==> src/rtl/core/lbd_pkg.sv <==
// lbd_pkg: shared constants for the block buffer directory
// field widths, request codes, status codes and default sizes
// no dependencies
`default_nettype none

package lbd_pkg;

  // default pool geometry
  localparam int LBD_NUM_SLOTS = 32;
  localparam int LBD_MAX_REFS  = 255;

  // fixed field widths
  localparam int LBD_DEV_W  = 8;
  localparam int LBD_BLK_W  = 32;
  localparam int LBD_SLOT_W = 5;
  localparam int LBD_STAT_W = 2;

  // request codes
  localparam logic LBD_REQ_ACQUIRE = 1'b0;
  localparam logic LBD_REQ_RELEASE = 1'b1;

  // result status codes
  localparam logic [LBD_STAT_W-1:0] LBD_ST_OK     = 2'd0;
  localparam logic [LBD_STAT_W-1:0] LBD_ST_NOFREE = 2'd1;
  localparam logic [LBD_STAT_W-1:0] LBD_ST_UNREF  = 2'd2;
  localparam logic [LBD_STAT_W-1:0] LBD_ST_OVF    = 2'd3;

endpackage

`default_nettype wire

==> src/rtl/core/lbd_mem.sv <==
// lbd_mem: directory entry store, one write and one registered read port
// generic, no package dependencies
`default_nettype none

module lbd_mem #(
  parameter int DEPTH = 32,
  parameter int WIDTH = 51
) (
  input  wire logic                     clk,
  input  wire logic                     wr_en,
  input  wire logic [$clog2(DEPTH)-1:0] wr_addr,
  input  wire logic [WIDTH-1:0]         wr_data,
  input  wire logic                     rd_en,
  input  wire logic [$clog2(DEPTH)-1:0] rd_addr,
  output logic      [WIDTH-1:0]         rd_data
);

  logic [WIDTH-1:0] mem [DEPTH];
  logic [WIDTH-1:0] rd_data_r;

  always_ff @(posedge clk) begin
    if (wr_en) begin
      mem[wr_addr] <= wr_data;
    end
  end

  always_ff @(posedge clk) begin
    if (rd_en) begin
      rd_data_r <= mem[rd_addr];
    end
  end

  assign rd_data = rd_data_r;

endmodule

`default_nettype wire

==> src/rtl/core/lbd_ctrl.sv <==
// lbd_ctrl: request sequencer, entry scans, read-modify-write and result register
// depends on lbd_pkg; drives the ports of lbd_mem
`default_nettype none

module lbd_ctrl
  import lbd_pkg::*;
#(
  parameter int NUM_SLOTS = LBD_NUM_SLOTS,
  parameter int MAX_REFS  = LBD_MAX_REFS
) (
  input  wire logic                  clk,
  input  wire logic                  rst_n,
  // request channel
  input  wire logic                  in_valid,
  output logic                       in_ready,
  input  wire logic                  in_req_type,
  input  wire logic [LBD_DEV_W-1:0]  in_device,
  input  wire logic [LBD_BLK_W-1:0]  in_block_number,
  input  wire logic [LBD_SLOT_W-1:0] in_slot_in,
  // result channel
  output logic                       out_valid,
  input  wire logic                  out_ready,
  output logic [LBD_SLOT_W-1:0]      out_slot_out,
  output logic                       out_tag_hit,
  output logic                       out_fill_needed,
  output logic [LBD_STAT_W-1:0]      out_status,
  // entry store
  output logic                       wr_en,
  output logic [$clog2(NUM_SLOTS)-1:0] wr_addr,
  output logic [LBD_DEV_W+LBD_BLK_W+1+$clog2(MAX_REFS+1)+$clog2(NUM_SLOTS)-1:0] wr_data,
  output logic                       rd_en,
  output logic [$clog2(NUM_SLOTS)-1:0] rd_addr,
  input  wire logic [LBD_DEV_W+LBD_BLK_W+1+$clog2(MAX_REFS+1)+$clog2(NUM_SLOTS)-1:0] rd_data
);

  localparam int SW = $clog2(NUM_SLOTS);
  localparam int CW = $clog2(MAX_REFS + 1);

  typedef struct packed {
    logic [LBD_DEV_W-1:0] dev;
    logic [LBD_BLK_W-1:0] blk;
    logic                 valid;
    logic [CW-1:0]        refs;
    logic [SW-1:0]        rank;
  } entry_t;

  typedef enum logic [7:0] {
    ST_CLEAR   = 8'b0000_0001,
    ST_IDLE    = 8'b0000_0010,
    ST_SCAN    = 8'b0000_0100,
    ST_ACQ_END = 8'b0000_1000,
    ST_REL_RD  = 8'b0001_0000,
    ST_REL_CHK = 8'b0010_0000,
    ST_SWEEP   = 8'b0100_0000,
    ST_RESP    = 8'b1000_0000
  } state_t;

  state_t state_r, state_nxt;

  logic [SW:0]   cnt_r, cnt_nxt;
  logic          pv_r, pv_nxt;
  logic [SW-1:0] pidx_r, pidx_nxt;

  logic [LBD_DEV_W-1:0]  dev_r, dev_nxt;
  logic [LBD_BLK_W-1:0]  blk_r, blk_nxt;
  logic [LBD_SLOT_W-1:0] slot_r, slot_nxt;

  logic          hit_found_r, hit_found_nxt;
  logic [SW-1:0] hit_idx_r, hit_idx_nxt;
  entry_t        hit_ent_r, hit_ent_nxt;
  logic          free_found_r, free_found_nxt;
  logic [SW-1:0] free_idx_r, free_idx_nxt;
  logic [SW-1:0] free_rank_r, free_rank_nxt;
  logic [SW-1:0] old_rank_r, old_rank_nxt;

  logic [LBD_SLOT_W-1:0] res_slot_r, res_slot_nxt;
  logic                  res_hit_r, res_hit_nxt;
  logic                  res_fill_r, res_fill_nxt;
  logic [LBD_STAT_W-1:0] res_stat_r, res_stat_nxt;

  logic                  out_valid_r, out_valid_nxt;
  logic [LBD_SLOT_W-1:0] out_slot_r, out_slot_nxt;
  logic                  out_hit_r, out_hit_nxt;
  logic                  out_fill_r, out_fill_nxt;
  logic [LBD_STAT_W-1:0] out_stat_r, out_stat_nxt;

  entry_t  rd_ent, wr_ent;
  logic    in_acc;
  logic    scan_last;
  logic    is_match, is_free;

  assign rd_ent    = entry_t'(rd_data);
  assign wr_data   = wr_ent;
  assign in_acc    = in_valid && in_ready;
  assign scan_last = (cnt_r == (SW+1)'(NUM_SLOTS)) && pv_r;
  assign is_match  = (rd_ent.dev == dev_r) && (rd_ent.blk == blk_r);
  assign is_free   = (rd_ent.refs == '0);

  always_comb begin
    state_nxt      = state_r;
    cnt_nxt        = cnt_r;
    pv_nxt         = 1'b0;
    pidx_nxt       = pidx_r;
    dev_nxt        = dev_r;
    blk_nxt        = blk_r;
    slot_nxt       = slot_r;
    hit_found_nxt  = hit_found_r;
    hit_idx_nxt    = hit_idx_r;
    hit_ent_nxt    = hit_ent_r;
    free_found_nxt = free_found_r;
    free_idx_nxt   = free_idx_r;
    free_rank_nxt  = free_rank_r;
    old_rank_nxt   = old_rank_r;
    res_slot_nxt   = res_slot_r;
    res_hit_nxt    = res_hit_r;
    res_fill_nxt   = res_fill_r;
    res_stat_nxt   = res_stat_r;
    out_valid_nxt  = out_valid_r && !out_ready;
    out_slot_nxt   = out_slot_r;
    out_hit_nxt    = out_hit_r;
    out_fill_nxt   = out_fill_r;
    out_stat_nxt   = out_stat_r;
    wr_en          = 1'b0;
    wr_addr        = cnt_r[SW-1:0];
    wr_ent         = rd_ent;
    rd_en          = 1'b0;
    rd_addr        = cnt_r[SW-1:0];
    in_ready       = (state_r == ST_IDLE);

    case (state_r)
      ST_CLEAR: begin
        // write the reset image, highest slot most recent
        wr_en       = 1'b1;
        wr_ent      = '0;
        wr_ent.rank = SW'(NUM_SLOTS - 1) - cnt_r[SW-1:0];
        if (cnt_r == (SW+1)'(NUM_SLOTS - 1)) begin
          cnt_nxt   = '0;
          state_nxt = ST_IDLE;
        end else begin
          cnt_nxt = cnt_r + 1'b1;
        end
      end

      ST_IDLE: begin
        if (in_acc) begin
          dev_nxt        = in_device;
          blk_nxt        = in_block_number;
          slot_nxt       = in_slot_in;
          cnt_nxt        = '0;
          hit_found_nxt  = 1'b0;
          free_found_nxt = 1'b0;
          if (in_req_type == LBD_REQ_ACQUIRE) begin
            state_nxt = ST_SCAN;
          end else if (32'(in_slot_in) < 32'(NUM_SLOTS)) begin
            state_nxt = ST_REL_RD;
          end else begin
            res_slot_nxt = in_slot_in;
            res_hit_nxt  = 1'b0;
            res_fill_nxt = 1'b0;
            res_stat_nxt = LBD_ST_UNREF;
            state_nxt    = ST_RESP;
          end
        end
      end

      ST_SCAN, ST_SWEEP: begin
        if (cnt_r != (SW+1)'(NUM_SLOTS)) begin
          rd_en    = 1'b1;
          pv_nxt   = 1'b1;
          pidx_nxt = cnt_r[SW-1:0];
          cnt_nxt  = cnt_r + 1'b1;
        end
        if (state_r == ST_SCAN) begin
          if (pv_r) begin
            if (is_match && (!hit_found_r || rd_ent.rank < hit_ent_r.rank)) begin
              hit_found_nxt = 1'b1;
              hit_idx_nxt   = pidx_r;
              hit_ent_nxt   = rd_ent;
            end
            if (is_free && (!free_found_r || rd_ent.rank > free_rank_r)) begin
              free_found_nxt = 1'b1;
              free_idx_nxt   = pidx_r;
              free_rank_nxt  = rd_ent.rank;
            end
          end
          if (scan_last) begin
            state_nxt = ST_ACQ_END;
          end
        end else begin
          // move the released slot to the front, age the ones ahead of it
          if (pv_r) begin
            wr_en   = 1'b1;
            wr_addr = pidx_r;
            if (pidx_r == SW'(slot_r)) begin
              wr_ent.refs = '0;
              wr_ent.rank = '0;
            end else if (rd_ent.rank < old_rank_r) begin
              wr_ent.rank = rd_ent.rank + 1'b1;
            end
          end
          if (scan_last) begin
            res_slot_nxt = slot_r;
            res_hit_nxt  = 1'b0;
            res_fill_nxt = 1'b0;
            res_stat_nxt = LBD_ST_OK;
            state_nxt    = ST_RESP;
          end
        end
      end

      ST_ACQ_END: begin
        state_nxt = ST_RESP;
        if (hit_found_r) begin
          res_slot_nxt = LBD_SLOT_W'(hit_idx_r);
          res_hit_nxt  = 1'b1;
          if (hit_ent_r.refs >= CW'(MAX_REFS)) begin
            res_fill_nxt = 1'b0;
            res_stat_nxt = LBD_ST_OVF;
          end else begin
            wr_en        = 1'b1;
            wr_addr      = hit_idx_r;
            wr_ent       = hit_ent_r;
            wr_ent.refs  = hit_ent_r.refs + 1'b1;
            wr_ent.valid = 1'b1;
            res_fill_nxt = !hit_ent_r.valid;
            res_stat_nxt = LBD_ST_OK;
          end
        end else if (free_found_r) begin
          wr_en        = 1'b1;
          wr_addr      = free_idx_r;
          wr_ent.dev   = dev_r;
          wr_ent.blk   = blk_r;
          wr_ent.valid = 1'b1;
          wr_ent.refs  = CW'(1);
          wr_ent.rank  = free_rank_r;
          res_slot_nxt = LBD_SLOT_W'(free_idx_r);
          res_hit_nxt  = 1'b0;
          res_fill_nxt = 1'b1;
          res_stat_nxt = LBD_ST_OK;
        end else begin
          res_slot_nxt = '0;
          res_hit_nxt  = 1'b0;
          res_fill_nxt = 1'b0;
          res_stat_nxt = LBD_ST_NOFREE;
        end
      end

      ST_REL_RD: begin
        rd_en     = 1'b1;
        rd_addr   = SW'(slot_r);
        state_nxt = ST_REL_CHK;
      end

      ST_REL_CHK: begin
        res_slot_nxt = slot_r;
        res_hit_nxt  = 1'b0;
        res_fill_nxt = 1'b0;
        if (rd_ent.refs == '0) begin
          res_stat_nxt = LBD_ST_UNREF;
          state_nxt    = ST_RESP;
        end else if (rd_ent.refs == CW'(1)) begin
          old_rank_nxt = rd_ent.rank;
          cnt_nxt      = '0;
          state_nxt    = ST_SWEEP;
        end else begin
          wr_en        = 1'b1;
          wr_addr      = SW'(slot_r);
          wr_ent.refs  = rd_ent.refs - 1'b1;
          res_stat_nxt = LBD_ST_OK;
          state_nxt    = ST_RESP;
        end
      end

      ST_RESP: begin
        if (!out_valid_r || out_ready) begin
          out_valid_nxt = 1'b1;
          out_slot_nxt  = res_slot_r;
          out_hit_nxt   = res_hit_r;
          out_fill_nxt  = res_fill_r;
          out_stat_nxt  = res_stat_r;
          state_nxt     = ST_IDLE;
        end
      end

      default: begin
        state_nxt = ST_IDLE;
      end
    endcase
  end

  always_ff @(posedge clk) begin
    if (!rst_n) begin
      state_r     <= ST_CLEAR;
      cnt_r       <= '0;
      pv_r        <= 1'b0;
      out_valid_r <= 1'b0;
    end else begin
      state_r     <= state_nxt;
      cnt_r       <= cnt_nxt;
      pv_r        <= pv_nxt;
      out_valid_r <= out_valid_nxt;
    end
  end

  always_ff @(posedge clk) begin
    pidx_r       <= pidx_nxt;
    dev_r        <= dev_nxt;
    blk_r        <= blk_nxt;
    slot_r       <= slot_nxt;
    hit_found_r  <= hit_found_nxt;
    hit_idx_r    <= hit_idx_nxt;
    hit_ent_r    <= hit_ent_nxt;
    free_found_r <= free_found_nxt;
    free_idx_r   <= free_idx_nxt;
    free_rank_r  <= free_rank_nxt;
    old_rank_r   <= old_rank_nxt;
    res_slot_r   <= res_slot_nxt;
    res_hit_r    <= res_hit_nxt;
    res_fill_r   <= res_fill_nxt;
    res_stat_r   <= res_stat_nxt;
    out_slot_r   <= out_slot_nxt;
    out_hit_r    <= out_hit_nxt;
    out_fill_r   <= out_fill_nxt;
    out_stat_r   <= out_stat_nxt;
  end

  assign out_valid       = out_valid_r;
  assign out_slot_out    = out_slot_r;
  assign out_tag_hit     = out_hit_r;
  assign out_fill_needed = out_fill_r;
  assign out_status      = out_stat_r;

  a_reset_clears: assert property (@(posedge clk) !rst_n |=> !in_ready)
    else $error("request taken during the clearing pass");

  a_idle_no_write: assert property (@(posedge clk) disable iff (!rst_n)
    (state_r == ST_IDLE) |-> !wr_en)
    else $error("entry store written while idle");

  a_fill_ok: assert property (@(posedge clk) disable iff (!rst_n)
    (out_valid_r && out_fill_r) |-> (out_stat_r == LBD_ST_OK))
    else $error("fill flagged on a failed request");

  a_nofree_shape: assert property (@(posedge clk) disable iff (!rst_n)
    (out_valid_r && out_stat_r == LBD_ST_NOFREE) |-> (out_slot_r == '0 && !out_hit_r))
    else $error("no-free result carries a slot or a hit");

endmodule

`default_nettype wire

==> src/rtl/core/lru_block_buffer_directory.sv <==
// acquire: one scan of the entry store between accept and result valid
// release: one entry read and checked, then a write back or, when the count drops to zero, the recency sweep
// throughput: one request at a time; in_ready is high only while the sequencer is idle
// reset: synchronous rst_n low, then a clearing pass writes the reset image to every entry;
// in_ready stays low until it completes
// top level of the block buffer directory; depends on lbd_pkg, lbd_mem and lbd_ctrl
`default_nettype none

module lru_block_buffer_directory
  import lbd_pkg::*;
#(
  parameter int NUM_SLOTS = LBD_NUM_SLOTS,
  parameter int MAX_REFS  = LBD_MAX_REFS
) (
  input  wire logic                  clk,
  input  wire logic                  rst_n,
  // request channel: acquire by tag or release by slot
  input  wire logic                  in_valid,
  output logic                       in_ready,
  input  wire logic                  in_req_type,
  input  wire logic [LBD_DEV_W-1:0]  in_device,
  input  wire logic [LBD_BLK_W-1:0]  in_block_number,
  input  wire logic [LBD_SLOT_W-1:0] in_slot_in,
  // result channel, one result per request
  output logic                       out_valid,
  input  wire logic                  out_ready,
  output logic [LBD_SLOT_W-1:0]      out_slot_out,
  output logic                       out_tag_hit,
  output logic                       out_fill_needed,
  output logic [LBD_STAT_W-1:0]      out_status
);

  // one entry word: device tag, block tag, valid mark, reference count, recency rank
  localparam int SW      = $clog2(NUM_SLOTS);
  localparam int ENTRY_W = LBD_DEV_W + LBD_BLK_W + 1 + $clog2(MAX_REFS + 1) + SW;

  logic               wr_en;
  logic [SW-1:0]      wr_addr;
  logic [ENTRY_W-1:0] wr_data;
  logic               rd_en;
  logic [SW-1:0]      rd_addr;
  logic [ENTRY_W-1:0] rd_data;

  // sequencer: scans the store once per acquire, tracking the most recent tag match
  // and the least recent unreferenced entry side by side, then writes back at most one entry;
  // release is a read-modify-write of one entry, plus a full rank sweep on last release
  lbd_ctrl #(
    .NUM_SLOTS (NUM_SLOTS),
    .MAX_REFS  (MAX_REFS)
  ) u_ctrl (
    .clk             (clk),
    .rst_n           (rst_n),
    .in_valid        (in_valid),
    .in_ready        (in_ready),
    .in_req_type     (in_req_type),
    .in_device       (in_device),
    .in_block_number (in_block_number),
    .in_slot_in      (in_slot_in),
    .out_valid       (out_valid),
    .out_ready       (out_ready),
    .out_slot_out    (out_slot_out),
    .out_tag_hit     (out_tag_hit),
    .out_fill_needed (out_fill_needed),
    .out_status      (out_status),
    .wr_en           (wr_en),
    .wr_addr         (wr_addr),
    .wr_data         (wr_data),
    .rd_en           (rd_en),
    .rd_addr         (rd_addr),
    .rd_data         (rd_data)
  );

  // entry store; a read lands in the cycle after its address, sweep writes trail reads by one
  // entry so a location is never read and written in the same cycle
  lbd_mem #(
    .DEPTH (NUM_SLOTS),
    .WIDTH (ENTRY_W)
  ) u_mem (
    .clk     (clk),
    .wr_en   (wr_en),
    .wr_addr (wr_addr),
    .wr_data (wr_data),
    .rd_en   (rd_en),
    .rd_addr (rd_addr),
    .rd_data (rd_data)
  );

endmodule

`default_nettype wire

==> config.mk <==
export PLATFORM = sky130hd
export DESIGN_NAME = lru_block_buffer_directory
export DESIGN_NICKNAME = d
export VERILOG_FILES = /design/src/rtl/core/lbd_pkg.sv /design/src/rtl/core/lbd_mem.sv /design/src/rtl/core/lbd_ctrl.sv /design/src/rtl/core/lru_block_buffer_directory.sv
export SDC_FILE = /design/constraint.sdc
export NUM_CORES = 2
export LEC_CHECK = 0
export BUFFER_PORTS_ARGS = -buffer_cell sky130_fd_sc_hd__buf_2
export CORE_UTILIZATION = 50
export DETAILED_ROUTE_END_ITERATION = 6
export GPL_ROUTABILITY_DRIVEN = 1
export PLACE_DENSITY = 0.65
export SLEW_MARGIN = 20
export SYNTH_ARGS = -nofsm -noshare
export SYNTH_HDL_FRONTEND = slang
export SYNTH_SLANG_ARGS = --single-unit
==> constraint.sdc <==
create_clock -name clk -period 10.7 [get_ports clk]
set_input_delay 2.14 -clock clk [delete_from_list [all_inputs] [get_ports clk]]
set_output_delay 2.14 -clock clk [all_outputs]
set_load 0.01 [all_outputs]
==> impl_metrics.csv <==
group,metric,value,unit
route,routed_wl,208,mm
yosys,syn_area,0.0757,mm^2
floorplan,die_h,391,um
clock_tree,clk_pin_slew,0.06,ns
global_route,grt_antenna_before_repair,1,
setup_path,rr_endpoint,"u_mem.rd_data[19]",
worst_hold_path,min_from,"u_ctrl.res_slot_r[2]",
setup_path,crit_chain,"nor4_2, and4b_1, mux2_8, buf_12, buf_4, mux2i_1, a32oi_1, a31oi_1, nor4_1",
power,power_density,229,mW/mm^2
timing,slew_headroom,20.3,%
clock_tree,clock_sinks,1942,
route,wl_met1,84.6,mm
global_route,grt_usage,27.1,%
floorplan,io_pins,61,
yosys,ys_warn_count,0,
yosys,synth_edf_count,1926,
floorplan,die_w,391,um
yosys,syn_area_per_cell,14.4,um^2
layout,final_nets,5365,
clock_tree,cts.path.max_buffers,3,
layout,design_area,0.0848,mm^2
yosys,synth.distinct_cells,65,
power,leakage,27.5,nW
power,peakVddDrop,0.206,mV
layout,fillers,11733,
run_status,status,"complete, but fails checks",
setup_path,path_class,"register to register",
clock_tree,htree_levels,4,
setup_path,cp_slowest_stage_delay,0.87,ns
global_route,grt_pass1_wl,301,mm
route,route.met3.wl,20.9,mm
floorplan,rows,142,
floorplan,core_area,0.150,mm^2
clock_tree,cts_tree,"yes",
route,wl_met2,97.5,mm
yosys,syn_nets,5308,
route,postRouteAntennaNets,0,
setup_path,cp_slowest_cell,"and4b_1",
route,wl_per_cell,27.9,um
clock_tree,cts_buffers,195,
clock_tree,root_buffer,"clkbuf_16",
worst_hold_path,min_path_type,"register to register",
yosys,synth_top_area_share,76.4,%
floorplan,initial_utilization,50.5,%
run_status,violations,"DRC",
route,drcViolationCount,2,
timing,clock.fmax,182,MHz
route,viasPerCell,6.21,
layout,num_antenna_cells,0,
place,placedCellCount,7114,
setup_path,r2r_start,"u_ctrl.state_r[2]",
timing,fin_skew,0.0517,ns
setup_path,cp-end-kind,"register",
yosys,yosys.area.top_type,"edfxtp_1",
timing,finalCritPeriodShare,51.2,%
setup_path,cp.arrival,6.04,ns
global_route,grt_max_degree,183,
global_route,first_global_vias,43486,
yosys,synth_ff_type,"edfxtp_1",
timing,worst_slew_pin_slew,1.19,ns
floorplan,fp.dieArea,0.153,mm^2
route,vias,46331,
yosys,synthTopCellsByArea,"edfxtp_1, nand2_1, nand3_1",
run,maxCapViolations,0,
layout,synthToLayoutAreaGrowth,12.1,%
clock_tree,cts_setup_buffers,0,
worst_hold_path,min_to,"u_ctrl.out_slot_out[2]",
yosys,ys_seq_area_share,76.8,%
global_route,grt.overflow.total,0,
power,p_total,19.4,mW
timing,period_needed,5.48,ns
clock_tree,cts-resized-gates,0,
place,place_hpwl,104,mm
timing,rsz0062_at_grt,"false",
route,top_layer,"met4",
layout,drive_above_1_share,9.40,%
setup_path,path_max_fanout,182,
timing,drv_slew,0,
setup_path,crit_required,11.26,ns
yosys,synth-seq-cells,1942,
timing,finalSetupViolCount,0,
setup_path,critPathLaunchType,"register",
worst_hold_path,hold_depth,0,
yosys,synth.most_common_cell,"edfxtp_1",
clock_tree,insertion_delay,0.84,ns
route,drt-pass1-iter-count,7,
yosys,async_flop_share,0,%
yosys,syn_inst,5238,
clock_tree,cts-hold-fix-buffers,0,
place,postPlaceCellArea,0.0787,mm^2
setup_path,worst-r2r-setup-slack,5.22,ns
route,drt-initial-drc-count,6381,
layout,fin_util,56.6,%
timing,setup_tns,0,ns
place,gp_congestion,0.850,
place,portBuffers,60,
setup_path,worstRegToRegCells,9,
yosys,synth_commonest_cells,"edfxtp_1, nand2_1, nand3_1, clkbuf_1, a31oi_1",
layout,final_cells,7464,
timing,hold_violations,0,
-- power breakdown --
| group | switching (mW) | total, mW | internal, mW |
|---|---|---|---|
| clock | 2.90 | 6.58 | 3.67 |
| combinational | 2.70 | 3.74 | 1.04 |
| sequential | 0.0790 | 9.08 | 9.00 |
-- logic make-up after synthesis --
| logic type | Yosys count | synth area share [%] |
|---|---|---|
| buffers and inverters | 372 | 1.94 |
| muxes | 220 | 2.91 |
| xor gates and xnor gates | 57 | 0.660 |
| DFF | 1942 | 76.8 |
| and+or+nand+nor | 2026 | 11.4 |
| AOI/OAI and AO/OA | 601 | 5.90 |
| adders and majority gates | 20 | 0.331 |
-- registers in the layout, indices dropped and copies added, names as in the netlist, 2 cells and up --
| register | cells |
|---|---|
| u_ctrl.free_idx_r | 5 |
| u_mem.rd_data | 54 |
| u_ctrl.blk_r | 32 |
| u_ctrl.out_slot_out | 5 |
| u_ctrl.cnt_r | 6 |
| u_ctrl.dev_r | 8 |
| u_ctrl.res_slot_r | 5 |
| u_ctrl.free_rank_r | 5 |
| u_mem.mem | 1728 |
| u_ctrl.old_rank_r | 5 |
| u_ctrl.pidx_r | 5 |
| u_ctrl.out_status | 2 |
| u_ctrl.hit_ent_r | 54 |
| u_ctrl.state_r | 8 |
| u_ctrl.slot_r | 5 |
| u_ctrl.hit_idx_r | 5 |
| u_ctrl.res_stat_r | 2 |
-- layout by cell type, fill, tap and decap left out, types with 6 or more instances in the layout --
| cell | Yosys | final |
|---|---|---|
| nor2_4 | 0 | 8 |
| a222oi_1 | 28 | 28 |
| a31oi_1 | 224 | 221 |
| xnor2_1 | 27 | 27 |
| buf_6 | 0 | 6 |
| nor3_1 | 31 | 6 |
| nor2_1 | 44 | 36 |
| inv_1 | 56 | 55 |
| nand4_1 | 16 | 16 |
| nand2b_1 | 6 | 6 |
| mux2i_1 | 218 | 217 |
| ha_1 | 20 | 20 |
| and2_1 | 9 | 8 |
| buf_12 | 0 | 8 |
| a22oi_1 | 21 | 21 |
| xor2_1 | 30 | 30 |
| nand2_1 | 1364 | 1363 |
| dfxtp_1 | 16 | 16 |
| a21oi_1 | 16 | 15 |
| buf_4 | 0 | 100 |
| clkinv_16 | 0 | 6 |
| nor4_1 | 64 | 61 |
| buf_2 | 59 | 60 |
| clkinv_2 | 1 | 34 |
| nand3_1 | 448 | 448 |
| a32oi_1 | 216 | 216 |
| o21ai_0 | 39 | 25 |
| o211ai_1 | 6 | 6 |
| clkbuf_16 | 0 | 196 |
| o21ai_1 | 2 | 10 |
| clkinv_1 | 0 | 44 |
| o21a_1 | 8 | 8 |
| bufinv_16 | 0 | 12 |
| edfxtp_1 | 1926 | 1926 |
| nor3_2 | 2 | 27 |
| clkbuf_1 | 228 | 42 |
-- per-stage QoR --
step	hold slack [ns]	setup WS [ns]
2_1_floorplan	0.400	3.98
3_3_place_gp	0.402	5.42
3_5_place_dp	0.405	5.27
4_1_cts	0.418	5.23
5_1_grt	0.434	4.99
6_report	0.417	5.22
-- critical path: cells and delay by family, from the launching register on --
kind,cells,cell delay [ns]
buf+inv,2,1.41
compound gates,2,0.34
simple gates,3,1.86
flops,1,0.39
mux,2,0.99
-- cell type report --
| cell class | count | area, um^2 | share of cell area [%] |
|---|---|---|---|
| sequential | 1942 | 58200 | 68.6 |
| multi-input combinational | 2924 | 16500 | 19.4 |
| clock buffer | 238 | 5060 | 5.97 |
| tap | 2016 | 2520 | 2.97 |
| timing repair buffer | 175 | 1310 | 1.54 |
| clock inverter | 112 | 1080 | 1.28 |
| inverter | 57 | 215 | 0.254 |
-- layer usage --
| metal | GRT usage [%] | up-vias |
|---|---|---|
| li1 | - | 20006 |
| met2 | 42.6 | 2597 |
| met4 | 7.60 | 0 |
| met1 | 38.8 | 23370 |
| met3 | 5.24 | 358 |
| met5 | 0 | - |
-- worst max path at each step --
| stage | from | end | cells after the start |
|---|---|---|---|
| after floorplan | u_mem.rd_data[5] | u_mem.mem[13][0] | 10 |
| after global placement | u_ctrl.state_r[2] | u_mem.rd_data[19] | 9 |
| after detailed placement | u_ctrl.hit_ent_r[5] | u_mem.mem[13][47] | 9 |
| after CTS | u_ctrl.hit_ent_r[5] | u_mem.mem[13][10] | 9 |
| after global routing | u_ctrl.state_r[2] | u_mem.rd_data[19] | 9 |
| final | u_ctrl.state_r[2] | u_mem.rd_data[19] | 9 |
(Power assumes the default switching activity.)
